`src/design/top_k_score_selector_unit_assert.svh`:
```
// ---------------------------------------------------------------------------
// Top-k score selector assertion macros
// Shared property forms for the checks at the end of the top level.
// ---------------------------------------------------------------------------
`ifndef TOP_K_SCORE_SELECTOR_UNIT_ASSERT_SVH
`define TOP_K_SCORE_SELECTOR_UNIT_ASSERT_SVH

// Consequent holds in the same cycle as the antecedent.
`define TKS_ASSERT_NOW(lbl, clk_s, rstn_s, ante, cons, msg) \
    lbl: assert property (@(posedge clk_s) disable iff (!rstn_s) (ante) |-> (cons)) \
        else $error(msg);

// Consequent holds in the cycle after the antecedent.
`define TKS_ASSERT_NEXT(lbl, clk_s, rstn_s, ante, cons, msg) \
    lbl: assert property (@(posedge clk_s) disable iff (!rstn_s) (ante) |=> (cons)) \
        else $error(msg);

`endif

```
`src/design/tks_pkg.sv`:
```
// ---------------------------------------------------------------------------
// tks_pkg
// Sizes, list entry type and controller/datapath interface structs.
// ---------------------------------------------------------------------------
`default_nettype none

package tks_pkg;

    localparam int TOPK_MAX    = 5;
    localparam int NUM_CLASSES = 64;
    localparam int TOPK_RESET  = 5;

    localparam int K_W     = 3;   // top_k register and rank field
    localparam int SCORE_W = 15;  // input score
    localparam int BEST_W  = 16;  // stored/emitted score, signed
    localparam int CLSID_W = 6;   // class_id field
    localparam int CLS_W   = (NUM_CLASSES > 1) ? $clog2(NUM_CLASSES) : 1;
    localparam int IDX_W   = (TOPK_MAX > 1) ? $clog2(TOPK_MAX) : 1;

    typedef struct packed {
        logic [CLS_W-1:0]         cls;
        logic signed [BEST_W-1:0] score;
    } entry_t;

    typedef struct packed {
        logic accept;  // take one score into the list
        logic emit;    // present the entry at the emit index
        logic clear;   // restore the sentinel list
    } cmd_t;

    typedef struct packed {
        logic last_rank;  // emit index sits on entry top_k-1
    } status_t;

    localparam entry_t SENTINEL = '{cls: '0, score: -16'sd1};

    function automatic logic [K_W-1:0] limit_k(input logic [K_W-1:0] v);
        logic [K_W-1:0] r;
        r = v;
        if (v == '0)
            r = K_W'(1);
        else if (int'(v) > TOPK_MAX)
            r = K_W'(TOPK_MAX);
        return r;
    endfunction

endpackage

`default_nettype wire

```
`src/design/tks_ctrl.sv`:
```
// ---------------------------------------------------------------------------
// tks_ctrl
// Sequencer: takes scores while idle, walks the list out after the last one.
// ---------------------------------------------------------------------------
`default_nettype none

module tks_ctrl (
    input  wire logic           clk,
    input  wire logic           rst_n,
    input  wire logic           start,
    input  wire logic           last_item,
    input  wire tks_pkg::status_t status,
    output tks_pkg::cmd_t       cmd,
    output logic                busy
);

    typedef enum logic {
        IDLE,
        EMIT
    } state_t;

    state_t state_reg;
    state_t state_next;
    logic   busy_reg;
    logic   busy_next;

    always_comb
    begin
        cmd        = '0;
        state_next = state_reg;
        busy_next  = busy_reg;
        unique case (state_reg)
            IDLE:
            begin
                cmd.accept = start;
                if (start && last_item)
                begin
                    state_next = EMIT;
                    busy_next  = 1'b1;
                end
            end
            EMIT:
            begin
                cmd.emit = 1'b1;
                if (status.last_rank)
                begin
                    // list is out: clear it and reopen
                    cmd.clear  = 1'b1;
                    state_next = IDLE;
                    busy_next  = 1'b0;
                end
            end
            default:
            begin
                state_next = IDLE;
                busy_next  = 1'b0;
            end
        endcase
    end

    always_ff @(posedge clk or negedge rst_n)
    begin
        if (!rst_n)
        begin
            state_reg <= IDLE;
            busy_reg  <= 1'b0;
        end
        else
        begin
            state_reg <= state_next;
            busy_reg  <= busy_next;
        end
    end

    assign busy = busy_reg;

endmodule

`default_nettype wire

```
`src/design/tks_datapath.sv`:
```
// ---------------------------------------------------------------------------
// tks_datapath
// Ranked list with parallel insertion, class counter and result registers.
// ---------------------------------------------------------------------------
`default_nettype none

module tks_datapath (
    input  wire logic                               clk,
    input  wire logic                               rst_n,
    input  wire tks_pkg::cmd_t                      cmd,
    output tks_pkg::status_t                        status,
    input  wire logic [tks_pkg::K_W-1:0]            top_k,
    input  wire logic [tks_pkg::SCORE_W-1:0]        score,
    input  wire logic                               last_item,
    output logic                                    result_strobe,
    output logic [tks_pkg::K_W-1:0]                 rank,
    output logic [tks_pkg::CLSID_W-1:0]             class_id,
    output logic signed [tks_pkg::BEST_W-1:0]       best_score,
    output logic                                    last_result
);

    tks_pkg::entry_t                     list_reg  [tks_pkg::TOPK_MAX];
    tks_pkg::entry_t                     list_next [tks_pkg::TOPK_MAX];
    logic [tks_pkg::CLS_W-1:0]           cnt_reg;
    logic [tks_pkg::IDX_W-1:0]           idx_reg;
    logic                                strobe_reg;
    logic [tks_pkg::K_W-1:0]             rank_reg;
    logic [tks_pkg::CLSID_W-1:0]         class_reg;
    logic signed [tks_pkg::BEST_W-1:0]   score_reg;
    logic                                last_reg;

    logic [tks_pkg::IDX_W-1:0]           last_pos;
    logic signed [tks_pkg::BEST_W-1:0]   sc_ext;
    logic                                enter;
    logic [tks_pkg::IDX_W-1:0]           pos;

    assign last_pos = tks_pkg::IDX_W'(top_k - tks_pkg::K_W'(1));
    assign sc_ext   = signed'({1'b0, score});
    assign enter    = cmd.accept && (list_reg[last_pos].score < sc_ext);

    assign status.last_rank = (idx_reg == last_pos);

    // Slot for the new score: just below the deepest kept entry that is not smaller.
    always_comb
    begin
        pos = '0;
        for (int j = 0; j < tks_pkg::TOPK_MAX - 1; j++)
        begin
            if ((j + 1 < int'(top_k)) && (list_reg[j].score >= sc_ext))
                pos = tks_pkg::IDX_W'(j + 1);
        end
    end

    always_comb
    begin
        for (int i = 0; i < tks_pkg::TOPK_MAX; i++)
        begin
            list_next[i] = list_reg[i];
            if (cmd.clear)
                list_next[i] = tks_pkg::SENTINEL;
            else if (enter && (i < int'(top_k)))
            begin
                if (i == int'(pos))
                begin
                    list_next[i].cls   = cnt_reg;
                    list_next[i].score = sc_ext;
                end
                else if (i > int'(pos))
                    list_next[i] = list_reg[(i > 0) ? i - 1 : 0];
            end
        end
    end

    always_ff @(posedge clk or negedge rst_n)
    begin
        if (!rst_n)
        begin
            for (int i = 0; i < tks_pkg::TOPK_MAX; i++)
                list_reg[i] <= tks_pkg::SENTINEL;
        end
        else
        begin
            for (int i = 0; i < tks_pkg::TOPK_MAX; i++)
                list_reg[i] <= list_next[i];
        end
    end

    // Class counter: wrap at the class count, restart after the last score.
    always_ff @(posedge clk or negedge rst_n)
    begin
        if (!rst_n)
            cnt_reg <= '0;
        else if (cmd.accept)
        begin
            if (last_item || (cnt_reg == tks_pkg::CLS_W'(tks_pkg::NUM_CLASSES - 1)))
                cnt_reg <= '0;
            else
                cnt_reg <= cnt_reg + tks_pkg::CLS_W'(1);
        end
    end

    always_ff @(posedge clk or negedge rst_n)
    begin
        if (!rst_n)
        begin
            idx_reg    <= '0;
            strobe_reg <= 1'b0;
        end
        else
        begin
            strobe_reg <= cmd.emit;
            if (cmd.emit)
                idx_reg <= status.last_rank ? '0 : idx_reg + tks_pkg::IDX_W'(1);
        end
    end

    always_ff @(posedge clk)
    begin
        if (cmd.emit)
        begin
            rank_reg  <= tks_pkg::K_W'(idx_reg);
            class_reg <= tks_pkg::CLSID_W'(list_reg[idx_reg].cls);
            score_reg <= list_reg[idx_reg].score;
            last_reg  <= status.last_rank;
        end
    end

    assign result_strobe = strobe_reg;
    assign rank          = rank_reg;
    assign class_id      = class_reg;
    assign best_score    = score_reg;
    assign last_result   = last_reg;

endmodule

`default_nettype wire

```
`src/design/top_k_score_selector_unit.sv`:
```
// ---------------------------------------------------------------------------
// top_k_score_selector_unit
// Keeps the top_k best class scores and reports them after the last score.
// ---------------------------------------------------------------------------
// A score is taken on any cycle with start high and busy low, one per cycle;
// its class index is its position in the set. The score flagged last_item
// is ranked like the others and then busy rises while the top_k kept
// entries walk out through the result register, best first, one word per
// cycle on result_strobe, ending with last_result. Once the last score is
// taken, EMIT loads each word into the result register on the ports; the
// receiver cannot stall, so every word must be taken in the cycle it is
// shown. Unfilled ranks read class 0, score -1. The next set may start in
// the cycle that carries the final word.
// top_k must be written via the cfg channel (always ready) only while idle; the
// block does not check. Writes of 0 give 1, writes above the list depth the depth.
// ---------------------------------------------------------------------------
`default_nettype none

`include "top_k_score_selector_unit_assert.svh"

module top_k_score_selector_unit (
    input  wire logic                               clk,
    input  wire logic                               rst_n,
    input  wire logic                               start,
    output logic                                    busy,
    input  wire logic [tks_pkg::SCORE_W-1:0]        score,
    input  wire logic                               last_item,
    input  wire logic                               cfg_valid,
    output logic                                    cfg_ready,
    input  wire logic [tks_pkg::K_W-1:0]            cfg_data,
    output logic                                    result_strobe,
    output logic [tks_pkg::K_W-1:0]                 rank,
    output logic [tks_pkg::CLSID_W-1:0]             class_id,
    output logic signed [tks_pkg::BEST_W-1:0]       best_score,
    output logic                                    last_result
);

    logic [tks_pkg::K_W-1:0] top_k_reg;
    tks_pkg::cmd_t           cmd;
    tks_pkg::status_t        status;

    assign cfg_ready = 1'b1;

    always_ff @(posedge clk or negedge rst_n)
    begin
        if (!rst_n)
            top_k_reg <= tks_pkg::limit_k(tks_pkg::K_W'(tks_pkg::TOPK_RESET));
        else if (cfg_valid && cfg_ready)
            top_k_reg <= tks_pkg::limit_k(cfg_data);
    end

    tks_ctrl u_ctrl (
        .clk       (clk),
        .rst_n     (rst_n),
        .start     (start),
        .last_item (last_item),
        .status    (status),
        .cmd       (cmd),
        .busy      (busy)
    );

    tks_datapath u_datapath (
        .clk           (clk),
        .rst_n         (rst_n),
        .cmd           (cmd),
        .status        (status),
        .top_k         (top_k_reg),
        .score         (score),
        .last_item     (last_item),
        .result_strobe (result_strobe),
        .rank          (rank),
        .class_id      (class_id),
        .best_score    (best_score),
        .last_result   (last_result)
    );

    `TKS_ASSERT_NEXT(a_last_starts_emit, clk, rst_n, start && !busy && last_item, busy,
        "last score did not start emission")

    `TKS_ASSERT_NEXT(a_list_no_gap, clk, rst_n, result_strobe && !last_result, result_strobe,
        "gap inside emitted list")

    `TKS_ASSERT_NOW(a_idle_on_final, clk, rst_n, result_strobe && last_result, !busy,
        "still busy on final result word")

endmodule

`default_nettype wire
```
`config.mk`:
```
export PLATFORM = sky130hd
export DESIGN_NAME = top_k_score_selector_unit
export DESIGN_NICKNAME = d
export VERILOG_FILES = /design/src/design/tks_pkg.sv /design/src/design/tks_ctrl.sv /design/src/design/tks_datapath.sv /design/src/design/top_k_score_selector_unit.sv
export VERILOG_INCLUDE_DIRS = /design/src /design/src/design
export SDC_FILE = /design/constraint.sdc
export NUM_CORES = 1
export LEC_CHECK = 0
export ABC_AREA = 1
export BUFFER_PORTS_ARGS = -buffer_cell sky130_fd_sc_hd__buf_4
export CORE_MARGIN = 2
export CORE_UTILIZATION = 44
export DETAILED_ROUTE_END_ITERATION = 12
export PLACE_DENSITY_LB_ADDON = 0.3
export REMOVE_ABC_BUFFERS = 1
export SYNTH_ARGS = -nofsm -noshare
export SYNTH_HDL_FRONTEND = slang
export SYNTH_SLANG_ARGS = --single-unit
```
`constraint.sdc`:
```
create_clock -name clk -period 5.8 [get_ports clk]
set_clock_uncertainty 0.05 [all_clocks]
set_input_delay 1.16 -clock clk [delete_from_list [all_inputs] [get_ports clk]]
set_output_delay 1.16 -clock clk [all_outputs]
set_load 0.02 [all_outputs]
```
# After elaboration in Yosys (flattened, before gate mapping)
# Cells that the tools add are included.
classes:
  n_mul: 0
  muxes: 42
  n_shift: 0
  n_bitwise: 3
  addsub: 3
  n_div: 0
  n_eq_ne: 8
  reduce_logical: 30
  n_lt_le_gt_ge: 17
ops:
  columns: ["operator", "count"]
  rows:
  - ["$mux W22", 21]
  - ["$bmux W22 S3", 2]
  - ["$ge A16 B16 Y1", 4]
  - ["$mux W16", 2]
  - ["$mux W3", 6]
  - ["$lt A16 B16 Y1", 1]
  - ["$reduce_and A2 Y1", 6]
  - ["$reduce_bool A2 Y1", 6]
  - ["$reduce_bool A3 Y1", 4]
  - ["$logic_and A1 B1 Y1", 11]
  - ["$eq A3 B3 Y1 const A", 3]
  - ["$ge A4 B4 Y1 const B", 2]
  - ["$not A3 Y4", 2]
  - ["$mux W1", 7]
  - ["$add A6 B1 Y6 const B", 1]
  - ["$eq A6 B6 Y1 const B", 1]
  - ["$gt A2 B3 Y1 const A", 2]
  - ["$logic_not A3 Y1", 2]
  - ["$lt A1 B3 Y1 const A", 2]
  - ["$lt A2 B3 Y1 const A", 2]
  - ["$mux W6", 1]
  - ["$ne A2 B1 Y1 const B", 2]
  - ["$pmux W1 S2", 2]
  - ["$add A3 B1 Y3 const B", 1]
  - ["10 further kinds", 10]
totals:
  input_bits: 23
  reg_bits: 151
  elab_cells: 123
  latchBits: 0
  mem_bits_rw: 0
  mem_bits_ro: 0
  memories: 0

# Depth between registers and ports, before layout
depth:
  word_depth: 11
  ltp_mapped: 25
  mapped_depth_nobuf: 22

# Cells and area by module
# From an unflattened synthesis, not the netlist that was laid out.
unflattened:
  hier_cells: 1519
  hier_area_um2: 10860.4
modules_own_cells:
  columns: ["mod", "seq_area_each_um2", "cells_each", "area_per_inst_um2", "n_inst"]
  rows:
  - ["tks_datapath", 3883.7, 1487, 10610.2, 1]
  - ["top_k_score_selector_unit", 77.6, 18, 150.1, 1]
  - ["tks_ctrl", 50.0, 14, 100.1, 1]

# Worst setup path before layout
# OpenSTA, ideal clock, no wires.
synth_path:
  path_kind: "register to register"
  start: "register top_k_reg[0] (netlist bit)"
  end: "register u_datapath.list_reg[40] (netlist bit)"
  path_slack_ps: 1985
  path_stages_with_launch: 24
  setup_time_ps: 117
  required_ps: 5633
  t_arrival_ps: 3649
  path_buffers: 6
  cell_sequence: "dfstp_2 -> buf_4 -> inv_4 -> clkbuf_1 -> ha_1 -> inv_1 -> buf_2 -> nor3_1 -> inv_1 -> clkbuf_1 -> o22ai_1 -> ha_1 -> a21oi_1 -> o21ai_0 -> o21ai_0 -> a21oi_1 -> nor3b_1 -> nand2_1 -> nand2_4 -> buf_6 -> nand3_4 -> buf_6 -> nand3_1 -> nand2_1"
synth_via:
  elab_chain_len: 10
synth_rtl:
  columns: ["element", "line", "source"]
  rows:
  - ["start, declared", "top_k_score_selector_unit.sv:38", "logic [tks_pkg::K_W-1:0] top_k_reg;"]
  - ["start signal, assigned", "top_k_score_selector_unit.sv:47", "top_k_reg <= tks_pkg::limit_k(tks_pkg::K_W'(tks_pkg::TOPK_RESET));"]
  - ["start signal, assigned", "top_k_score_selector_unit.sv:49", "top_k_reg <= tks_pkg::limit_k(cfg_data);"]
  - ["$sub A3 B1 Y3 / $lt A1 B3 Y1 (equally long branches)", "tks_datapath.sv:37, tks_datapath.sv:49", null]
  - ["$not A3 Y4 (not written as such) / $logic_and A1 B1 Y1 (equally long branches)", "tks_datapath.sv:39, tks_datapath.sv:49", null]
  - ["$bmux W22 S3 / $mux W1 (equally long branches)", "tks_datapath.sv:39, tks_datapath.sv:49", null]
  - ["$mux W16 (not written as such) / $mux W3 (equally long branches) (2 in series)", "tks_datapath.sv:39, tks_datapath.sv:49", null]
  - ["$lt A16 B16 Y1 / $mux W3 (equally long branches)", "tks_datapath.sv:39, tks_datapath.sv:49", null]
  - ["$logic_and A1 B1 Y1 / $eq A3 B3 Y1 (equally long branches)", "tks_datapath.sv:39, tks_datapath.sv:63", null]
  - ["$logic_and A1 B1 Y1 / $mux W22 (equally long branches)", "tks_datapath.sv:61, tks_datapath.sv:63", null]
  - ["$reduce_bool A2 Y1 (no line) / $mux W22 (equally long branches)", null, null]
  - ["$reduce_and A2 Y1 (no line) / $mux W22 (equally long branches)", null, null]
  - ["end signal, assigned by index", "tks_datapath.sv:79", "list_reg[i] <= tks_pkg::SENTINEL;"]
  - ["end signal, assigned by index", "tks_datapath.sv:84", "list_reg[i] <= list_next[i];"]
  - ["end, declared", "tks_datapath.sv:22", "tks_pkg::entry_t list_reg [tks_pkg::TOPK_MAX];"]
# Parallel ways exist; a longest one is shown, timed or not. The select of a mux whose other input is x is not followed.
# A chain may end at the register's enable or synchronous reset.

# Final worst setup path
layout_path:
  start: "register top_k_reg[0] (netlist bit)"
  end: "register u_datapath.list_reg[49] (netlist bit)"
# The elaborated chain is that of the path after synthesis.

==> run metrics <==
status=finished, final reports clean; share of cells above drive strength 1=14.2%; CTS tree=yes; die footprint=26200 um2; CTS clk-pin slew, worst paths=70 ps; post-cts hold buffer count=0; number of CTS-inserted buffers=17; TritonRoute pass-1 iters=8; setup violators final=0; post-cts gate resize count=0; Final Cycle Share=82.4%; GRT met3 Usage=5.77%; largest net degree at the start of global routing=91; number of I/O port buffers=50; DRT Wirelength=36.4 mm; Row Count=57; grt total ovfl=0; initial antenna violation count=0; slew margin rel.=20.4%; Worst EP arrival=5110 ps; ANT nets after route=0; Top Ports=52; grt met1 use=37.1%; Hold EP=u_ctrl.busy$_DFFE_PN0P_; unrepaired setup endpoints after global routing=no; area post-placement=11500 um2; Initial Utilization=45.0%; max FFs per register=110; Mapped Cells=1541; predominant post-synthesis flop cell=dfstp_2; top-count cell post-synth=nand2_1; DRC Markers=0; number of synthesized register bits=151; clock root cell=clkbuf_16; Slew Limit Fails=0; Comb power frac=51.7%; final instance area=12100 um2; M2 GR Usage=45.5%; Final Hold Viols=0; flip-flop and latch area=4010 um2; vias per cell=5.86; worst path buffer plus inverter count=4; P&R area growth vs syn=9.89%; Crit Path Class=reg2reg; Worst Reg-to-Reg Cells=21; CP required=6130 ps; Synth top cells by count=nand2_1 (464), nand3_1 (218), o21ai_0 (133); grt peak-use layer=met2; worst slew pin tran=1190 ps; PD cells=598 nW/um2; DIE WIDTH=162 um; clk sinks=151; Leak=6.09 nW; CP max-delay cell=nand2_1; crit-path most repeated cell=nand2_1; Vias=11000; warning count from the yosys run=0; Cell Area, Synth=11000 um2; sw power=3.51 mW; sw frac=48.7%; Fill cells=2480; Int Pwr=3.70 mW; CP cell instances=inv_4, ha_1, inv_1, nand2_2, nand2_4, nor3_1, inv_1, o22ai_1, ha_1, a21oi_1, o21ai_0, o21ai_0, a21oi_1, nor3b_1, nand2_1, nand2_4, nand3_2, nand2_1, buf_4, nand2_1, nand2_1; Clk Latency, worst-skew pair=440 ps; vias in the first global route=10400; critical path launch point type=flip-flop; hpwl dp=23.1 mm; Post-synth EDFFs=26; depth of the worst hold-timing path=2; RD Place Congestion=0.965; CP top delay family=simple AND/OR/NAND/NOR gates; Synth cell types=47; area of the multi-input gates=5940 um2; Max H-tree Level=4; Setup TNS=0 ps; per-cell routed wire length=19.4 um; fin crit period=4780 ps; DRT iter0 DRCs=1077; Flop pwr share=31.9%; post-CTS setup buffers=0; top cells by area, synth=dfstp_2 (20%), nand2_1 (16%), nand3_1 (9.9%); overall die height=162 um; total of max-cap violations=0; r2r setup slk=1020 ps; GRT Overall Usage=28.2%; CP endpoint kind=flip-flop; FFs w/ async S/R, synth=82.8%; Worst Hold Class=reg2reg; Max VDD drop=0.000230 V; slowest stage delay, CP=710 ps; fmax=209 MHz; CP Max Fanout=41; Post-Syn Area per Cell=7.12 um2; CTS Buffer Depth=2; sequential fraction of the synthesis area=36.6%; Hold Path Origin=u_ctrl.busy$_DFFE_PN0P_; reg-to-reg endpoint=u_datapath.list_reg[49]$_DFFE_PN1P_; global-route wire length before repair=57.5 mm; post-synth top area cell=dfstp_2; Nets=1639; worst reg2reg path startpoint=top_k_reg[0]$_DFFE_PN1P_; core region area=24400 um2; Clk pwr share=16.3%; Synth top area share=19.6%; Ant. Diodes=0
-- area by class of cell --
cell class                 count  area share (%)
clock buffer                  18            3.64
clock inverter                14            1.35
inverter                     144            4.52
multi-input combinational   1152            49.3
sequential                   151            33.3
tap                          324            3.36
timing repair buffer          73            4.58
-- power groups by stage --
stage / combinational [mW] / clock (mW) / sequential, mW
3_5_place_dp: 3.66 / 0 / 2.29
3_3_place_gp: 3.59 / 0 / 2.29
6_report: 3.73 / 1.18 / 2.30
5_1_grt: 4.18 / 1.23 / 2.36
4_1_cts: 3.68 / 1.18 / 2.28
2_1_floorplan: 2.28 / 0 / 2.34
-- cells in the final DEF (no fill, tap or decap), drive strengths merged, types with 14 or more instances in the layout --
cell type / n
o22ai: 14
dfrtp: 43
nand4: 37
clkbuf: 18
a21oi: 114
nand2: 471
dfstp: 82
inv: 149
nor2: 51
nand3: 224
ha: 77
edfxtp: 26
buf: 73
o21ai: 134
-- stage by stage --
stage / cells / power (mW) / worst slack (ps) / util, % / hold slack, ps
after floorplan: 1447 / 4.62 / 1160 / - / 405
after global placement: 1844 / 5.87 / 1210 / 47.0 / 416
after detailed placement: 1844 / 5.96 / 1140 / 47.0 / 417
after CTS: 1876 / 7.14 / 1140 / 49.4 / 433
after global routing: 1876 / 7.78 / 694 / 49.4 / 443
final: 1876 / 7.21 / 1020 / 49.4 / 426
-- how the worst max path moves through the flow --
stage	startpoint	endpoint	slack, ps	depth (start not counted)
CTS	top_k_reg[0]$_DFFE_PN1P_	u_datapath.list_reg[49]$_DFFE_PN1P_	1140	21
floorplan	top_k_reg[0]$_DFFE_PN1P_	u_datapath.list_reg[60]$_DFFE_PN0P_	1160	18
finish	top_k_reg[0]$_DFFE_PN1P_	u_datapath.list_reg[49]$_DFFE_PN1P_	1020	21
detailed placement	top_k_reg[0]$_DFFE_PN1P_	u_datapath.list_reg[44]$_DFFE_PN1P_	1140	21
global placement	score[13]	u_datapath.list_reg[82]$_DFFE_PN0P_	1210	20
global route	top_k_reg[0]$_DFFE_PN1P_	u_datapath.list_reg[21]$_DFFE_PN0P_	690	20
-- routing by layer --
metal	vias up	wire length [um]
li1	5143	-
met1	5149	14800
met2	587	16800
met3	107	3410
met4	0	1350
met5	-	0
-- logic make-up (layout without fill, tap and decap cells) --
group           after synthesis  in the layout  share of synthesized area, %
simple gates                798            798                          32.2
compound gates              272            272                          12.9
buf+inv                     238            249                          9.29
flops                       151            151                          36.6
fa+ha+maj                    77             77                          8.78
xor+xnor                      4              4                         0.319
other cells                   1              1                        0.0342
-- tightest hold or removal path, cell delays in order (launching register included) --
cell     delay, ps
dfrtp_1        350
nand2_1         50
nand2_1         50
Note: power is estimated with default switching activity, not from simulation.
